`src/uvf_pkg.sv`:
```
// ============================================================================
// uvf_pkg
// Shared constants and codes for the unique value queue: default depth,
// operation codes and result status codes.
// ============================================================================
package uvf_pkg;

    localparam int DEFAULT_CAPACITY = 16;
    localparam int VALUE_W          = 31;
    localparam int IN_VALUE_W       = 32;

    typedef enum logic {
        OP_APPEND = 1'b0,
        OP_POP    = 1'b1
    } op_t;

    typedef enum logic [2:0] {
        ST_OK        = 3'd0,
        ST_NEGATIVE  = 3'd1,
        ST_DUPLICATE = 3'd2,
        ST_FULL      = 3'd3,
        ST_EMPTY     = 3'd4
    } status_t;

endpackage

```
`src/unique_value_fifo.sv`:
```
// ============================================================================
// unique_value_fifo
// First-in first-out queue of non-negative values that refuses duplicates.
// Entries live in one synchronous memory; an append scans the queued entries
// for a match before it writes the tail.
// ============================================================================
//
//  channel  direction  ports                                  word
//  -------  ---------  -------------------------------------  ----------------
//  s_       in         s_valid s_ready s_operation s_value    append or pop
//  m_       out        m_valid m_ready m_status m_result_value status, value
//
//  A pop passes through S_POP and S_RESP. An append of a non-negative value
//  goes through S_SCAN and S_RESP; the duplicate scan in S_SCAN reads one
//  entry per cycle through the single memory read port and stops at a match.
//  A negative append or an empty pop goes straight to S_RESP.
//  Synchronous reset empties the queue at once.
//  A stalled m_ channel holds one finished word; the next word is then taken
//  and worked on, and waits for the output register before it completes.
//
module unique_value_fifo #(
    parameter int CAPACITY = uvf_pkg::DEFAULT_CAPACITY
) (
    input  logic                          aclk,
    input  logic                          aresetn,
    input  logic                          s_valid,
    output logic                          s_ready,
    input  logic                          s_operation,
    input  logic signed [uvf_pkg::IN_VALUE_W-1:0] s_value,
    output logic                          m_valid,
    input  logic                          m_ready,
    output logic [2:0]                    m_status,
    output logic [uvf_pkg::VALUE_W-1:0]   m_result_value
);

    localparam int IDX_W = (CAPACITY > 1) ? $clog2(CAPACITY) : 1;
    localparam int CNT_W = $clog2(CAPACITY + 1);
    localparam int SUM_W = CNT_W + 1;
    localparam int VW    = uvf_pkg::VALUE_W;

    typedef enum logic [1:0] {
        S_IDLE,
        S_POP,
        S_SCAN,
        S_RESP
    } state_t;

    logic [VW-1:0]    mem [CAPACITY];
    logic [VW-1:0]    rd_data_reg;
    logic [IDX_W-1:0] rd_addr;
    logic             wr_en;
    logic [IDX_W-1:0] wr_addr;

    state_t            state_reg, state_next;
    logic [VW-1:0]     val_reg, val_next;
    logic [IDX_W-1:0]  head_reg, head_next;
    logic [CNT_W-1:0]  count_reg, count_next;
    logic [CNT_W-1:0]  iss_reg, iss_next;
    logic              rd_pend_reg, rd_pend_next;
    uvf_pkg::status_t  res_status_reg, res_status_next;
    logic [VW-1:0]     res_value_reg, res_value_next;
    logic              m_valid_reg, m_valid_next;
    uvf_pkg::status_t  m_status_reg, m_status_next;
    logic [VW-1:0]     m_value_reg, m_value_next;

    logic              out_free;
    logic [IDX_W-1:0]  scan_slot;
    logic [IDX_W-1:0]  tail_slot;
    logic [IDX_W-1:0]  next_head;

    function automatic logic [IDX_W-1:0] slot_of(input logic [IDX_W-1:0] base,
                                                 input logic [CNT_W-1:0] off);
        logic [SUM_W-1:0] sum;
        logic [SUM_W-1:0] wrapped;
        begin
            sum = SUM_W'(base) + SUM_W'(off);
            wrapped = (sum >= SUM_W'(CAPACITY)) ? sum - SUM_W'(CAPACITY) : sum;
            return wrapped[IDX_W-1:0];
        end
    endfunction

    assign scan_slot = slot_of(head_reg, iss_reg);
    assign tail_slot = slot_of(head_reg, count_reg);
    assign next_head = slot_of(head_reg, CNT_W'(1));
    assign out_free  = !m_valid_reg || m_ready;

    assign s_ready        = (state_reg == S_IDLE);
    assign m_valid        = m_valid_reg;
    assign m_status       = m_status_reg;
    assign m_result_value = m_value_reg;

    always_ff @(posedge aclk) begin
        if (wr_en) begin
            mem[wr_addr] <= val_reg;
        end
        rd_data_reg <= mem[rd_addr];
    end

    always_comb begin
        state_next      = state_reg;
        val_next        = val_reg;
        head_next       = head_reg;
        count_next      = count_reg;
        iss_next        = iss_reg;
        rd_pend_next    = rd_pend_reg;
        res_status_next = res_status_reg;
        res_value_next  = res_value_reg;
        m_valid_next    = m_valid_reg;
        m_status_next   = m_status_reg;
        m_value_next    = m_value_reg;
        rd_addr         = head_reg;
        wr_en           = 1'b0;
        wr_addr         = tail_slot;

        if (m_valid_reg && m_ready) begin
            m_valid_next = 1'b0;
        end

        unique case (state_reg)
            S_IDLE: begin
                if (s_valid) begin
                    res_value_next = '0;
                    if (s_operation == uvf_pkg::OP_POP) begin
                        if (count_reg == '0) begin
                            res_status_next = uvf_pkg::ST_EMPTY;
                            state_next      = S_RESP;
                        end else begin
                            state_next = S_POP;
                        end
                    end else if (s_value[uvf_pkg::IN_VALUE_W-1]) begin
                        res_status_next = uvf_pkg::ST_NEGATIVE;
                        state_next      = S_RESP;
                    end else begin
                        val_next     = s_value[VW-1:0];
                        iss_next     = '0;
                        rd_pend_next = 1'b0;
                        state_next   = S_SCAN;
                    end
                end
            end
            S_POP: begin
                res_status_next = uvf_pkg::ST_OK;
                res_value_next  = rd_data_reg;
                head_next       = next_head;
                count_next      = count_reg - CNT_W'(1);
                state_next      = S_RESP;
            end
            S_SCAN: begin
                rd_addr      = scan_slot;
                rd_pend_next = 1'b0;
                if (rd_pend_reg && (rd_data_reg == val_reg)) begin
                    res_status_next = uvf_pkg::ST_DUPLICATE;
                    state_next      = S_RESP;
                end else if (iss_reg == count_reg) begin
                    if (count_reg == CNT_W'(CAPACITY)) begin
                        res_status_next = uvf_pkg::ST_FULL;
                    end else begin
                        wr_en           = 1'b1;
                        count_next      = count_reg + CNT_W'(1);
                        res_status_next = uvf_pkg::ST_OK;
                        res_value_next  = val_reg;
                    end
                    state_next = S_RESP;
                end else begin
                    rd_pend_next = 1'b1;
                    iss_next     = iss_reg + CNT_W'(1);
                end
            end
            S_RESP: begin
                if (out_free) begin
                    m_valid_next  = 1'b1;
                    m_status_next = res_status_reg;
                    m_value_next  = res_value_reg;
                    state_next    = S_IDLE;
                end
            end
            default: begin
                state_next = S_IDLE;
            end
        endcase
    end

    always_ff @(posedge aclk) begin
        if (!aresetn) begin
            state_reg   <= S_IDLE;
            head_reg    <= '0;
            count_reg   <= '0;
            iss_reg     <= '0;
            rd_pend_reg <= 1'b0;
            m_valid_reg <= 1'b0;
        end else begin
            state_reg   <= state_next;
            head_reg    <= head_next;
            count_reg   <= count_next;
            iss_reg     <= iss_next;
            rd_pend_reg <= rd_pend_next;
            m_valid_reg <= m_valid_next;
        end
        val_reg        <= val_next;
        res_status_reg <= res_status_next;
        res_value_reg  <= res_value_next;
        m_status_reg   <= m_status_next;
        m_value_reg    <= m_value_next;
    end

endmodule

```
`config.mk`:
```
export PLATFORM = sky130hd
export DESIGN_NAME = unique_value_fifo
export DESIGN_NICKNAME = d
export VERILOG_FILES = /design/src/uvf_pkg.sv /design/src/unique_value_fifo.sv
export SDC_FILE = /design/constraint.sdc
export NUM_CORES = 1
export LEC_CHECK = 0
export ABC_AREA = 1
export BUFFER_PORTS_ARGS = -buffer_cell sky130_fd_sc_hd__buf_2
export CAP_MARGIN = 0
export CORE_MARGIN = 4
export CORE_UTILIZATION = 49
export DETAILED_ROUTE_END_ITERATION = 16
export PLACE_DENSITY = 0.79
export SYNTH_ARGS = -nofsm -noshare
export SYNTH_HDL_FRONTEND = slang
export SYNTH_SLANG_ARGS = --single-unit
```
`constraint.sdc`:
```
create_clock -name aclk -period 4.02 [get_ports aclk]
set_clock_uncertainty 0.05 [all_clocks]
set_input_delay 0.402 -clock aclk [delete_from_list [all_inputs] [get_ports aclk]]
set_output_delay 0.402 -clock aclk [all_outputs]
set_load 0.03 [all_outputs]
```
==> impl_metrics.prom <==
# TYPE chip_impl_metric gauge
chip_impl_info{name="run_status",value="finished, final reports clean"} 1
chip_impl_info{name="most-common-layout-cells",value="sky130_fd_sc_hd__edfxtp_1 (595), sky130_fd_sc_hd__nand2_1 (376), sky130_fd_sc_hd__inv_1 (316)"} 1
chip_impl_metric{name="worstMarginPinSlew",unit="ns"} 1.14
chip_impl_metric{name="number_of_antenna_violations_at_the_first_check_in_global_routing",unit=""} 1
chip_impl_metric{name="worst_slew_margin_rel",unit="%"} 24.1
chip_impl_metric{name="finish.net_count",unit=""} 2470
chip_impl_metric{name="cp_slowest_stage_delay",unit="ns"} 0.71
chip_impl_metric{name="netlist_area_before_placement",unit="um2"} 26800
chip_impl_metric{name="synth.avg_cell_area",unit="um2"} 11.7
chip_impl_metric{name="grt_pass1_vias",unit=""} 17400
chip_impl_info{name="worst_path_dominant_cell_family",value="simple AND/OR/NAND/NOR gates"} 1
chip_impl_metric{name="layout-area-overhead-vs-synth",unit="%"} 13.9
chip_impl_metric{name="maxCapViolations",unit=""} 0
chip_impl_metric{name="cts_setup_buffers",unit=""} 0
chip_impl_metric{name="finalWirelength",unit="mm"} 67.2
chip_impl_metric{name="floorplan.rows",unit=""} 85
chip_impl_info{name="rsz0062_at_grt",value="no"} 1
chip_impl_metric{name="drive_gt1_share",unit="%"} 10.9
chip_impl_metric{name="fin_tns_setup",unit="ns"} 0
chip_impl_metric{name="dp_cells",unit=""} 3018
chip_impl_metric{name="vdd.ir_drop.worst",unit="V"} 0.000476
chip_impl_metric{name="gr-total-overflow",unit=""} 0
chip_impl_metric{name="largest_reg_flops",unit=""} 496
chip_impl_metric{name="timing.final.crit_share",unit="%"} 79.8
chip_impl_metric{name="largest_net_degree_at_the_start_of_global_routing",unit=""} 107
chip_impl_metric{name="clockBufferDepth",unit=""} 3
chip_impl_info{name="worstPathCellList",value="nand2_1 > nand2_1 > nor2_1 > nand3_1 > nor2_1 > nand2_1 > nor2_1 > nor2_1 > nand4_1 > nor2_4 > buf_4"} 1
chip_impl_metric{name="ys_seq_area_share",unit="%"} 70.4
chip_impl_metric{name="postSynthCellCount",unit=""} 2289
chip_impl_metric{name="total_power",unit="W"} 0.0204
chip_impl_metric{name="viasPerCell",unit=""} 5.69
chip_impl_metric{name="yosys_register_bits",unit=""} 644
chip_impl_metric{name="pin_count",unit=""} 73
chip_impl_metric{name="report.final.slew_viol_count",unit=""} 0
chip_impl_metric{name="critical_path.max_fanout",unit=""} 19
chip_impl_metric{name="critPathArrivalTime",unit="ns"} 3.47
chip_impl_metric{name="crit_buf_inv",unit=""} 1
chip_impl_metric{name="period_needed",unit="ns"} 3.21
chip_impl_metric{name="die_h",unit="um"} 242
chip_impl_metric{name="cts_made_buffers",unit=""} 60
chip_impl_metric{name="worst-endpoint-required",unit="ns"} 4.29
chip_impl_metric{name="global_route_wire_length_before_repair",unit="mm"} 103
chip_impl_metric{name="reg2reg_slack",unit="ns"} 0.81
chip_impl_info{name="path_common_cell",value="sky130_fd_sc_hd__nor2_1"} 1
chip_impl_metric{name="final_cell_utilization_of_the_core",unit="%"} 56.5
chip_impl_metric{name="drt.antenna.violating_nets",unit=""} 0
chip_impl_metric{name="drc_errors",unit=""} 0
chip_impl_metric{name="die_width",unit="um"} 242
chip_impl_metric{name="p_leak",unit="nW"} 11.3
chip_impl_metric{name="synthesis_warning_total",unit=""} 0
chip_impl_metric{name="finalSetupViolations",unit=""} 0
chip_impl_metric{name="gp_congestion",unit=""} 0.937
chip_impl_metric{name="final-instance-count-excl-fill",unit=""} 3163
chip_impl_metric{name="cts.sinks",unit=""} 644
chip_impl_metric{name="h-tree-depth",unit=""} 2
chip_impl_metric{name="post_drt_wl_per_cell",unit="um"} 21.2
chip_impl_metric{name="floorplan.initialDensity",unit="%"} 49.6
chip_impl_info{name="tritoncts",value="yes"} 1
chip_impl_info{name="cp-start-kind",value="flip-flop"} 1
chip_impl_info{name="cts_root_buf",value="sky130_fd_sc_hd__clkbuf_16"} 1
chip_impl_metric{name="power_density",unit="nW/um2"} 670
chip_impl_metric{name="grt_util_all_layers",unit="%"} 22.5
chip_impl_metric{name="port-buffer-count",unit=""} 72
chip_impl_metric{name="skew_pair_late_insertion_delay",unit="ns"} 0.62
chip_impl_metric{name="clk_pin_slew",unit="ns"} 0.06
chip_impl_info{name="most_common_cell_after_layout_fill_and_taps_aside",value="sky130_fd_sc_hd__edfxtp_1"} 1
chip_impl_metric{name="routed-via-count",unit=""} 18000
chip_impl_info{name="critPathKind",value="reg -> reg"} 1
chip_impl_info{name="endpoint_kind",value="flip-flop"} 1
chip_impl_metric{name="final.fill_count",unit=""} 4129
chip_impl_metric{name="hpwl",unit="mm"} 42.4
chip_impl_metric{name="mappedNetlistNets",unit=""} 2345
chip_impl_metric{name="die_area",unit="um2"} 58400
chip_impl_metric{name="report.final.hold_viol_count",unit=""} 0
chip_impl_metric{name="clock.fmax",unit="MHz"} 312
chip_impl_metric{name="placeableCoreArea",unit="um2"} 53900
chip_impl_metric{name="drt_pre_antenna_iters",unit=""} 6
chip_impl_metric{name="synthDistinctLibCells",unit=""} 40
chip_impl_info{name="critical_path.slowest_cell",value="sky130_fd_sc_hd__edfxtp_1"} 1
chip_impl_info{name="largest_register",value="mem"} 1
chip_impl_metric{name="drt_first_iter_violations",unit=""} 2483
chip_impl_info{name="holdCritPathClass",value="in -> reg"} 1
==> area by class of cell <==
class / count / area, um2 / area share, %
sequential: 644 / 18800 / 61.8
multi-input combinational: 1209 / 6230 / 20.4
clock buffer: 83 / 1660 / 5.44
timing repair buffer: 178 / 1380 / 4.53
inverter: 321 / 1210 / 3.97
tap: 696 / 871 / 2.86
clock inverter: 31 / 280 / 0.919
antenna: 1 / 2.50 / 0.00821
==> synth_stat cells <==
cell	instances	area, um2
sky130_fd_sc_hd__inv_4	1	6.26
sky130_fd_sc_hd__nor3b_1	1	7.51
sky130_fd_sc_hd__a21oi_1	245	1230
sky130_fd_sc_hd__buf_6	13	146
sky130_fd_sc_hd__inv_1	316	1190
sky130_fd_sc_hd__clkbuf_1	38	143
sky130_fd_sc_hd__a21boi_2	1	11.3
sky130_fd_sc_hd__o221ai_1	18	158
sky130_fd_sc_hd__o21ai_0	159	796
sky130_fd_sc_hd__nor2_1	83	312
sky130_fd_sc_hd__buf_4	15	113
sky130_fd_sc_hd__nand3_2	1	10.0
sky130_fd_sc_hd__o211ai_1	77	578
sky130_fd_sc_hd__nand2_1	376	1410
sky130_fd_sc_hd__o21ai_2	1	8.76
sky130_fd_sc_hd__nor3_1	2	10.0
sky130_fd_sc_hd__nand2_4	2	22.5
sky130_fd_sc_hd__o22ai_1	5	31.3
sky130_fd_sc_hd__nor2_2	2	12.5
sky130_fd_sc_hd__nand3b_1	1	7.51
sky130_fd_sc_hd__dfxtp_1	49	981
sky130_fd_sc_hd__nor2_4	2	22.5
sky130_fd_sc_hd__edfxtp_1	595	17900
sky130_fd_sc_hd__a21boi_0	1	7.51
sky130_fd_sc_hd__xnor2_1	9	78.8
sky130_fd_sc_hd__and2_1	3	18.8
sky130_fd_sc_hd__buf_1	5	18.8
sky130_fd_sc_hd__nand2b_1	1	6.26
sky130_fd_sc_hd__buf_2	44	220
sky130_fd_sc_hd__inv_2	4	15.0
sky130_fd_sc_hd__nor4_1	1	6.26
sky130_fd_sc_hd__fa_1	3	60.1
sky130_fd_sc_hd__nand4_1	11	68.8
sky130_fd_sc_hd__ha_1	16	200
sky130_fd_sc_hd__xor2_1	8	70.1
sky130_fd_sc_hd__o21ai_4	1	16.3
sky130_fd_sc_hd__o21bai_1	1	7.51
sky130_fd_sc_hd__o21ai_1	40	200
sky130_fd_sc_hd__nand2_2	2	12.5
sky130_fd_sc_hd__nand3_1	136	681
==> final timing paths <==
check / startpoint / endpoint / depth (start not counted)
setup / recovery: val_reg[1] / mem[5][7] / 11
hold / removal: s_value[13] / val_reg[13] / 1
setup reg to reg: val_reg[1] / mem[5][7] / 11
hold reg to reg: res_value_reg[25] / m_result_value[25] / 0
==> routing by layer <==
metal / vias to the layer above / part of all wire (%) / track usage, %
met2: 1030 / 48 / 37.1
met1: 8542 / 39 / 30.1
li1: 8250 / - / -
met4: 0 / 4.2 / 9.37
met3: 161 / 9.6 / 3.46
met5: - / 0 / 0
==> repair_timing <==
item                                   in CTS  in global routing
endpoints found under the hold margin      30                  0
hold buffers                               30                  0
resized for setup                           0                  0
==> stage by stage <==
stage	hold slack [ns]	setup WS, ns	instance area [um2]
detailed placement	0.355	0.835	28200
CTS	0.0175	0.826	30500
global placement	0.354	0.872	28200
finish	0.0334	0.813	30500
global route	0.0180	0.512	30500
floorplan	0.350	0.877	26800
==> worst reg2reg max path, cell delays in order (launching register included) <==
cell	delay, ns
sky130_fd_sc_hd__edfxtp_1	0.71
sky130_fd_sc_hd__nand2_1	0.19
sky130_fd_sc_hd__nand2_1	0.12
sky130_fd_sc_hd__nor2_1	0.05
sky130_fd_sc_hd__nand3_1	0.06
sky130_fd_sc_hd__nor2_1	0.05
sky130_fd_sc_hd__nand2_1	0.05
sky130_fd_sc_hd__nor2_1	0.04
sky130_fd_sc_hd__nor2_1	0.19
sky130_fd_sc_hd__nand4_1	0.42
sky130_fd_sc_hd__nor2_4	0.66
sky130_fd_sc_hd__buf_4	0.31
==> cell families (layout without fill, tap and decap cells) <==
kind of cell	count (synthesis)	after routing	share of synthesized area, %
and+or+nand+nor	624	624	9.75
other	0	1	0
xor gates and xnor gates	17	17	0.557
DFF	644	644	70.4
adders and majority gates	19	19	0.973
AOI/OAI and AO/OA	549	549	11.4
buffers and inverters	436	613	6.91
==> power by group <==
group / switching, W / internal, W / total, W
clock: 0.00240 / 0.00320 / 0.00560
sequential: 0.000401 / 0.00811 / 0.00851
combinational: 0.00445 / 0.00186 / 0.00631
Power figures use the tool's default switching activity.
